## config.mk

```make
export PLATFORM = sky130hd
export DESIGN_NAME = sflc_front_flat
export DESIGN_NICKNAME = d
export VERILOG_FILES = /design/src/rtl/sflc_pkg.sv /design/src/rtl/sflc_if.sv /design/src/rtl/sflc_front.sv /design/src/flat_wrapper.sv
export SDC_FILE = /design/constraint.sdc
export NUM_CORES = 1
export LEC_CHECK = 0
export ABC_AREA = 1
export BUFFER_PORTS_ARGS = -buffer_cell sky130_fd_sc_hd__buf_2
export CORE_ASPECT_RATIO = 1.1
export CORE_MARGIN = 2
export CORE_UTILIZATION = 51
export DETAILED_ROUTE_END_ITERATION = 7
export PLACE_DENSITY = 0.74
export REMOVE_ABC_BUFFERS = 1
export SYNTH_ARGS = -nofsm -noshare
export SYNTH_HDL_FRONTEND = slang
export SYNTH_SLANG_ARGS = --single-unit
export TNS_END_PERCENT = 30
```

## constraint.sdc

```tcl
create_clock -name clk -period 3.3 [get_ports clk]
set_input_delay 0.99 -clock clk [delete_from_list [all_inputs] [get_ports clk]]
set_output_delay 0.99 -clock clk [all_outputs]
set_load 0.01 [all_outputs]
```

## src/rtl/sflc_pkg.sv

```systemverilog
// ----------------------------------------------------------------------------
// sflc_pkg
// Types and codes shared by the start/length frame checker modules.
// ----------------------------------------------------------------------------
`default_nettype none

package sflc_pkg;

  // configuration register indexes
  localparam int CFG_INDEX_W = 2;
  localparam logic [CFG_INDEX_W-1:0] REG_START_BYTE    = 2'd0;
  localparam logic [CFG_INDEX_W-1:0] REG_PAYLOAD_LIMIT = 2'd1;

  localparam logic [7:0] START_BYTE_RESET    = 8'd254;
  localparam logic [7:0] PAYLOAD_LIMIT_RESET = 8'd255;

  // result kinds
  localparam logic KIND_PAYLOAD = 1'b0;
  localparam logic KIND_STATUS  = 1'b1;

  // receive parser phases
  typedef enum logic [2:0] {
    PH_START   = 3'd0,
    PH_LEN     = 3'd1,
    PH_CMD0    = 3'd2,
    PH_CMD1    = 3'd3,
    PH_PAYLOAD = 3'd4,
    PH_CHECK   = 3'd5,
    PH_DONE    = 3'd6,
    PH_BAD     = 3'd7
  } phase_t;

  // frame status codes
  typedef enum logic [1:0] {
    ST_OK      = 2'd0,
    ST_CORRUPT = 2'd1,
    ST_NOSPACE = 2'd2
  } status_t;

  // work handed from the front to the back for one accepted byte
  typedef struct packed {
    logic       has_payload;
    logic       has_status;
    logic [7:0] pay_byte;
    status_t    status;
    logic [7:0] cmd0;
    logic [7:0] cmd1;
    logic [7:0] length;
  } entry_t;

  // queue fill flags seen by both sides
  typedef struct packed {
    logic full;
    logic empty;
  } queue_flags_t;

endpackage

`default_nettype wire

```

## src/rtl/sflc_if.sv

```systemverilog
// ----------------------------------------------------------------------------
// sflc_if
// Valid/ready channels for the receive bytes and the checker results.
// ----------------------------------------------------------------------------
`default_nettype none

interface sflc_in_if;
  logic       valid;
  logic       ready;
  logic [7:0] in_byte;
  logic       buffer_last;

  modport source (output valid, output in_byte, output buffer_last, input ready);
  modport sink   (input valid, input in_byte, input buffer_last, output ready);
endinterface


`default_nettype wire

```

## src/rtl/sflc_front.sv

```systemverilog
// ----------------------------------------------------------------------------
// sflc_front
// Accepts receive bytes, tracks the frame phase and check byte, and queues
// the payload and status results each byte causes.
// ----------------------------------------------------------------------------
`default_nettype none

module sflc_front (
  input  wire logic                             clk,
  input  wire logic                             rst,
  sflc_in_if.sink                               bytes_in,
  input  wire logic                             cfg_we,
  input  wire logic [sflc_pkg::CFG_INDEX_W-1:0] cfg_index,
  input  wire logic [7:0]                       cfg_data,
  input  wire sflc_pkg::queue_flags_t           flags,
  output logic                                  push,
  output sflc_pkg::entry_t                      push_entry
);

  logic [7:0] start_byte;
  logic [7:0] payload_limit;

  sflc_pkg::phase_t phase, phase_next;
  logic [7:0] bytes_seen, bytes_seen_next;
  logic [7:0] length_held, length_held_next;
  logic [7:0] cmd0_held, cmd0_held_next;
  logic [7:0] cmd1_held, cmd1_held_next;
  logic [7:0] check_acc, check_acc_next;

  // values after this beat, before the buffer end clears them
  sflc_pkg::phase_t ph_a;
  logic [7:0] cnt_a, len_a, c0_a, c1_a, acc_a;
  logic       pay_a;
  sflc_pkg::status_t st_a;
  logic       accept;

  assign bytes_in.ready = !flags.full;
  assign accept = bytes_in.valid && bytes_in.ready;

  // configuration registers
  always_ff @(posedge clk) begin
    if (rst) begin
      start_byte    <= sflc_pkg::START_BYTE_RESET;
      payload_limit <= sflc_pkg::PAYLOAD_LIMIT_RESET;
    end else if (cfg_we) begin
      if (cfg_index == sflc_pkg::REG_START_BYTE) begin
        start_byte <= cfg_data;
      end else if (cfg_index == sflc_pkg::REG_PAYLOAD_LIMIT) begin
        payload_limit <= cfg_data;
      end
    end
  end

  // phase state register
  always_ff @(posedge clk) begin
    if (rst) begin
      phase       <= sflc_pkg::PH_START;
      bytes_seen  <= '0;
      length_held <= '0;
      cmd0_held   <= '0;
      cmd1_held   <= '0;
      check_acc   <= '0;
    end else begin
      phase       <= phase_next;
      bytes_seen  <= bytes_seen_next;
      length_held <= length_held_next;
      cmd0_held   <= cmd0_held_next;
      cmd1_held   <= cmd1_held_next;
      check_acc   <= check_acc_next;
    end
  end

  // next phase, running check and queued work
  always_comb begin
    ph_a  = phase;
    cnt_a = bytes_seen;
    len_a = length_held;
    c0_a  = cmd0_held;
    c1_a  = cmd1_held;
    acc_a = check_acc;
    pay_a = 1'b0;

    unique case (phase)
      sflc_pkg::PH_START: begin
        ph_a = (bytes_in.in_byte == start_byte) ? sflc_pkg::PH_LEN : sflc_pkg::PH_BAD;
      end
      sflc_pkg::PH_LEN: begin
        len_a = bytes_in.in_byte;
        acc_a = bytes_in.in_byte;
        ph_a  = sflc_pkg::PH_CMD0;
      end
      sflc_pkg::PH_CMD0: begin
        c0_a  = bytes_in.in_byte;
        acc_a = check_acc ^ bytes_in.in_byte;
        ph_a  = sflc_pkg::PH_CMD1;
      end
      sflc_pkg::PH_CMD1: begin
        c1_a  = bytes_in.in_byte;
        acc_a = check_acc ^ bytes_in.in_byte;
        cnt_a = '0;
        ph_a  = (length_held == 8'd0) ? sflc_pkg::PH_CHECK : sflc_pkg::PH_PAYLOAD;
      end
      sflc_pkg::PH_PAYLOAD: begin
        pay_a = 1'b1;
        acc_a = check_acc ^ bytes_in.in_byte;
        cnt_a = bytes_seen + 8'd1;
        if (cnt_a >= length_held) begin
          ph_a = sflc_pkg::PH_CHECK;
        end
      end
      sflc_pkg::PH_CHECK: begin
        acc_a = check_acc ^ bytes_in.in_byte;
        ph_a  = sflc_pkg::PH_DONE;
      end
      sflc_pkg::PH_DONE, sflc_pkg::PH_BAD: begin
        ph_a = phase;
      end
    endcase

    // status at buffer end; no space wins over a check mismatch
    if (ph_a != sflc_pkg::PH_DONE) begin
      st_a = sflc_pkg::ST_CORRUPT;
    end else if (len_a > payload_limit) begin
      st_a = sflc_pkg::ST_NOSPACE;
    end else if (acc_a != 8'd0) begin
      st_a = sflc_pkg::ST_CORRUPT;
    end else begin
      st_a = sflc_pkg::ST_OK;
    end

    push_entry.has_payload = pay_a;
    push_entry.has_status  = bytes_in.buffer_last;
    push_entry.pay_byte    = bytes_in.in_byte;
    push_entry.status      = st_a;
    push_entry.cmd0        = c0_a;
    push_entry.cmd1        = c1_a;
    push_entry.length      = len_a;
    push = accept && (pay_a || bytes_in.buffer_last);

    phase_next       = phase;
    bytes_seen_next  = bytes_seen;
    length_held_next = length_held;
    cmd0_held_next   = cmd0_held;
    cmd1_held_next   = cmd1_held;
    check_acc_next   = check_acc;
    if (accept) begin
      if (bytes_in.buffer_last) begin
        phase_next       = sflc_pkg::PH_START;
        bytes_seen_next  = '0;
        length_held_next = '0;
        cmd0_held_next   = '0;
        cmd1_held_next   = '0;
        check_acc_next   = '0;
      end else begin
        phase_next       = ph_a;
        bytes_seen_next  = cnt_a;
        length_held_next = len_a;
        cmd0_held_next   = c0_a;
        cmd1_held_next   = c1_a;
        check_acc_next   = acc_a;
      end
    end
  end

endmodule

`default_nettype wire

```

## src/flat_wrapper.sv

```systemverilog
// flat-port wrapper written by rule: the top's interface ports become plain ports
module sflc_front_flat 
  (clk, rst, cfg_we, cfg_index, cfg_data, flags, push, push_entry, bytes_in_valid, bytes_in_in_byte, bytes_in_buffer_last, bytes_in_ready);
  sflc_in_if bytes_in_i ();
  input  wire logic clk;
  input  wire logic rst;
  input  wire logic cfg_we;
  input  wire logic [sflc_pkg::CFG_INDEX_W-1:0] cfg_index;
  input  wire logic [7:0] cfg_data;
  input  wire sflc_pkg::queue_flags_t flags;
  output logic push;
  output sflc_pkg::entry_t push_entry;
  input wire logic [$bits(bytes_in_i.valid)-1:0] bytes_in_valid;
  input wire logic [$bits(bytes_in_i.in_byte)-1:0] bytes_in_in_byte;
  input wire logic [$bits(bytes_in_i.buffer_last)-1:0] bytes_in_buffer_last;
  output wire logic [$bits(bytes_in_i.ready)-1:0] bytes_in_ready;
  assign bytes_in_i.valid = bytes_in_valid;
  assign bytes_in_i.in_byte = bytes_in_in_byte;
  assign bytes_in_i.buffer_last = bytes_in_buffer_last;
  assign bytes_in_ready = bytes_in_i.ready;
  sflc_front u_core (.clk(clk), .rst(rst), .bytes_in(bytes_in_i), .cfg_we(cfg_we), .cfg_index(cfg_index), .cfg_data(cfg_data), .flags(flags), .push(push), .push_entry(push_entry));
endmodule
```

### Word-level counts from Yosys, hierarchy flattened

Cells that the tools add are included.

* register bits: 59
* latch bits: 0
* RAM bits: 0
* bits in read-only memories: 0
* input port bits: 25
* output and inout port bits: 38
* memories: 0

* $add $sub $neg: 1
* $mul: 0
* divide/modulo/power cells: 0
* magnitude comparators: 2
* equal/unequal tests: 10
* shifts and indexed selects: 0
* multiplexer cells: 19
* bitwise gates (word level): 2
* reductions and logical operators: 14

Operators with widths (count)
* 2-to-1 mux 8 bit: 8
* one-hot mux 8 bit (2 select lines): 2
* one-hot mux 3 bit (7 select lines): 1
* == test 3 bit, second input constant: 4
* 2-to-1 mux 3 bit: 3
* adder 8 x 1 -> 8 bit, second input constant: 1
* == test 8 bit: 1
* >= comparator 8 bit: 1
* greater-than comparator 8 bit: 1
* logical NOT 8 bit: 1
* nonzero test 8 bit: 1
* XOR 8 bit: 1
* == test 3 x 2 -> 1 bit, second input constant: 2
* 2-to-1 mux 2 bit: 2
* AND reduction 2 bit: 2
* OR reduction 4 bit: 1
* == test 3 x 1 -> 1 bit, second input constant: 1
* logical NOT 3 bit: 1
* 2-to-1 mux 1 bit: 3
* inequality test 3 bit, second input constant: 1
* AND reduction 3 bit: 1
* nonzero test 3 bit: 1
* == test 2 x 1 -> 1 bit, second input constant: 1
* logical AND 1 bit: 2
* 5 further kinds: 5

### Depth between registers and ports, before layout

* word-level depth: 7
* mapped depth: 16

### Worst setup path before layout

Ideal clock, no wire load.

* kind: input-to-output
* start: input port bytes_in_in_byte[3]
* end: output port push_entry[25] (netlist bit)
* arrival: 2363 ps
* required time: 2310 ps
* slack: -53 ps
* stages: 9
* cells stage by stage: nand2_1 > o21ai_0 > ha_1 > nand2_1 > o21ai_0 > nand2_1 > o211ai_1 > o21ai_0 > nor3_1

RTL lines
* start: declaration: RTL line flat_wrapper.sv:14 `input wire logic [$bits(bytes_in_i.in_byte)-1:0] bytes_in_in_byte;`
* end: declaration: RTL line flat_wrapper.sv:12 `output sflc_pkg::entry_t push_entry;`

==> flow_summary_export.csv <==
group,metric,value,unit
worst_setup_path,critPathKind,"flop to output port",
worst_setup_path,crit_arrival,2.53,ns
layout,drive_above_1_share,24.6,%
cts,cts_buffers,9,
worst_hold_path,hold_class,"flop to flop",
sta,finalMaxSlewViolations,0,
cts,cts_tree,"yes",
route,wl_per_cell,14.1,um
cts,clock-root-buffer,"clkbuf_8",
sta,max_freq,0.284,GHz
pwr,comb_power_share,16.2,%
route,num_vias,3604,
synthesis,yosys_warnings,0,
synthesis,ys_seq_area_share,34.4,%
sta,fin_ws,-0.219,ns
floorplanning,dieArea,7400,um2
worst_setup_path,r2r_cells,13,
floorplanning,start_util,52.3,%
worst_setup_path,cp-end-kind,"output port",
placement,place.gp.congestion,0.861,
sta,period_share,107,%
pwr,p_per_area,396,nW/um2
pwr,p_sw_share,27.6,%
synthesis,ys_seq_elements,59,
global_route,grt_max_degree,43,
pwr,seqPwrFrac,43.4,%
synthesis,synth.area.top_cells,"dfxtp_1 34%, nand2_1 19%, a21oi_1 7.3%",
run,drv_cap,0,
synthesis,synth_most_common_cell,"nand2_1",
cts,clkSinkCount,59,
pwr,switchingPower,0.469,mW
run_status,violations,"setup timing",
layout,diodes,0,
worst_setup_path,crit_path_start_kind,"flop",
layout,finish.instance_area,4290,um2
pwr,p_total,1.70,mW
route,routed_wl,9580,um
synthesis,netlist_top_cells_count,"170 x nand2_1, 59 x dfxtp_1, 52 x inv_1, 50 x a21oi_1, 33 x nand3_1",
pwr,p_leak,2.08,nW
sta,relSlewSlack,43.6,%
global_route,grt_overflow,0,
synthesis,synth_area,3430,um2
synthesis,ys_types,29,
sta,tightestPinTransition,0.843,ns
placement,io_buffer_count,61,
route,antenna_left,0,
synthesis,synth_top_area_cell,"dfxtp_1",
layout,multi_input_area,1980,um2
worst_hold_path,timing.hold.worst_path_depth,2,
global_route,grt_first_pass_wirelength,15000,um
synthesis,synth_flop_cell,"dfxtp_1",
synthesis,syn_inst,513,
floorplanning,core-area,6560,um2
route,drc,0,
route,vias_per_cell,5.30,
pwr,p_int,1.23,mW
synthesis,synth_edf_count,0,
sta,skew,0.00534,ns
worst_setup_path,cp.required,2.31,ns
placement,dpl_cell_area,3930,um2
cts,path_clk_slew,0.07,ns
layout,synthToLayoutAreaGrowth,25.2,%
sta,period_minus_slack,3.52,ns
layout,fillers,582,
cts,hold_buffers,0,
route,drtIter0Drc,211,
floorplanning,die_y,90.0,um
pwr,p_clk_share,40.4,%
layout,nets,637,
synthesis,synth.avg_cell_area,6.69,um2
layout,final_util,65.5,%
placement,dp_hpwl,6600,um
sta,setup_viol,2,
floorplanning,core.rowCount,31,
cts,clk_path_buf_depth,2,
run_status,status,"finished, violations left",
global_route,grt_pass1_vias,3323,
sta,hold_ws,0.465,ns
worst_setup_path,cp_max_fo,3,
layout,regArea,1180,um2
sta,final_hold_viol_count,0,
pwr,vdd_drop_max,0.213,mV
synthesis,synth_async_sr_flop_share,0,%
floorplanning,ioPinCount,63,
synthesis,synth_top_area_share,34.4,%
floorplanning,die_w,82.2,um
global_route,grtUsageTotal,26.1,%
sta,rsz0062_at_grt,"true",
global_route,antenna_found_initial,0,
cts,cts-htree-levels,3,
route,first_pass_iters,5,
cts,clk-insertion-delay-late,0.34,ns
-- cell families (layout without fill, tap and decap cells) --
kind of cell	count (synthesis)	count (layout)	share of synthesized area, %
buf+inv	83	168	10.5
compound gates	94	94	14.7
fa+ha+maj	17	17	6.20
flops	59	59	34.4
xor+xnor	18	18	4.60
simple gates	242	242	29.6
-- per-layer routing --
metal | track usage [%] | part of all wire (%) | vias to the layer above
li1 | - | - | 1811
met1 | 31.5 | 42 | 1657
met2 | 43.8 | 50 | 114
met3 | 5.42 | 5.3 | 22
met4 | 11.3 | 2.5 | 0
met5 | 0 | 0 | -
-- what timing repair did --
item,in CTS,in global routing
setup buffers,4,1
pin swaps,2,8
resized for setup,22,10
endpoints found under the setup margin,2,2
cloned,0,0
-- final cells by class --
class | instances | share of cell area, %
Clock buffer | 12 | 3.85
Clock inverter | 2 | 0.816
Inverter | 55 | 4.87
Multi-Input combinational cell | 371 | 46.1
Sequential cell | 59 | 27.6
Tap cell | 82 | 2.39
Timing Repair Buffer | 99 | 14.3
-- worst paths after layout --
path                                     startpoint                               end  slack, ns
hold / removal     u_core.cmd1_held[5]$_SDFFE_PP0P_  u_core.cmd1_held[5]$_SDFFE_PP0P_       0.47
setup / recovery  u_core.bytes_seen[1]$_SDFFE_PP0P_                    push_entry[25]      -0.22
hold reg to reg    u_core.cmd1_held[5]$_SDFFE_PP0P_  u_core.cmd1_held[5]$_SDFFE_PP0P_       0.47
setup reg to reg  u_core.bytes_seen[1]$_SDFFE_PP0P_      u_core.phase[0]$_SDFFE_PP0P_       1.13
-- registers in the layout, summed over array words and instances (netlist names) --
name,count
u_core.length_held,8
u_core.start_byte,8
u_core.bytes_seen,8
u_core.cmd0_held,8
u_core.phase,3
u_core.check_acc,8
u_core.cmd1_held,8
u_core.payload_limit,8
-- worst max-delay path: stages (launching register included) --
cell      delay, ns
dfxtp_2        0.34
and3_4         0.22
nand3_4        0.08
nand3b_1       0.22
xnor2_2        0.18
ha_1           0.31
inv_1          0.12
nor3_2         0.07
nor3_2         0.12
nand2_1        0.08
nand2_1        0.07
nand2_2        0.07
nor3_2         0.15
buf_2          0.16
-- per-stage QoR --
stage,std cells,TNS [ns],setup slack (ns)
floorplan,485,-0.0534,-0.0534
global placement,661,-0.539,-0.281
detailed placement,661,-0.576,-0.309
CTS,679,-0.217,-0.111
global route,680,-0.619,-0.329
finish,680,-0.401,-0.219
-- cells in the final DEF, fill, tap and decap left out, types with 3 or more instances in the layout --
cell type and instances:
nand2_1 167, clkbuf_8 12, o21ai_2 5, dfxtp_2 3, nor2_1 15, buf_2 61, nor3_2 4, o21ai_0 22
nand4_1 3, nand3_1 30, a21oi_1 50, buf_4 36, o211ai_1 11, dfxtp_1 56, o21ai_1 5, ha_1 16
inv_1 52, nand3_2 3, nand2_2 6, xnor2_1 5, xor2_1 11
-- power groups by stage --
| stage | combinational [mW] | clock, mW | sequential [mW] |
|---|---|---|---|
| finish | 0.276 | 0.686 | 0.738 |
| global route | 0.304 | 0.728 | 0.739 |
| CTS | 0.270 | 0.691 | 0.738 |
| detailed placement | 0.262 | 0 | 0.754 |
| global placement | 0.256 | 0 | 0.753 |
| floorplan | 0.144 | 0 | 0.753 |
(Power assumes the default switching activity.)
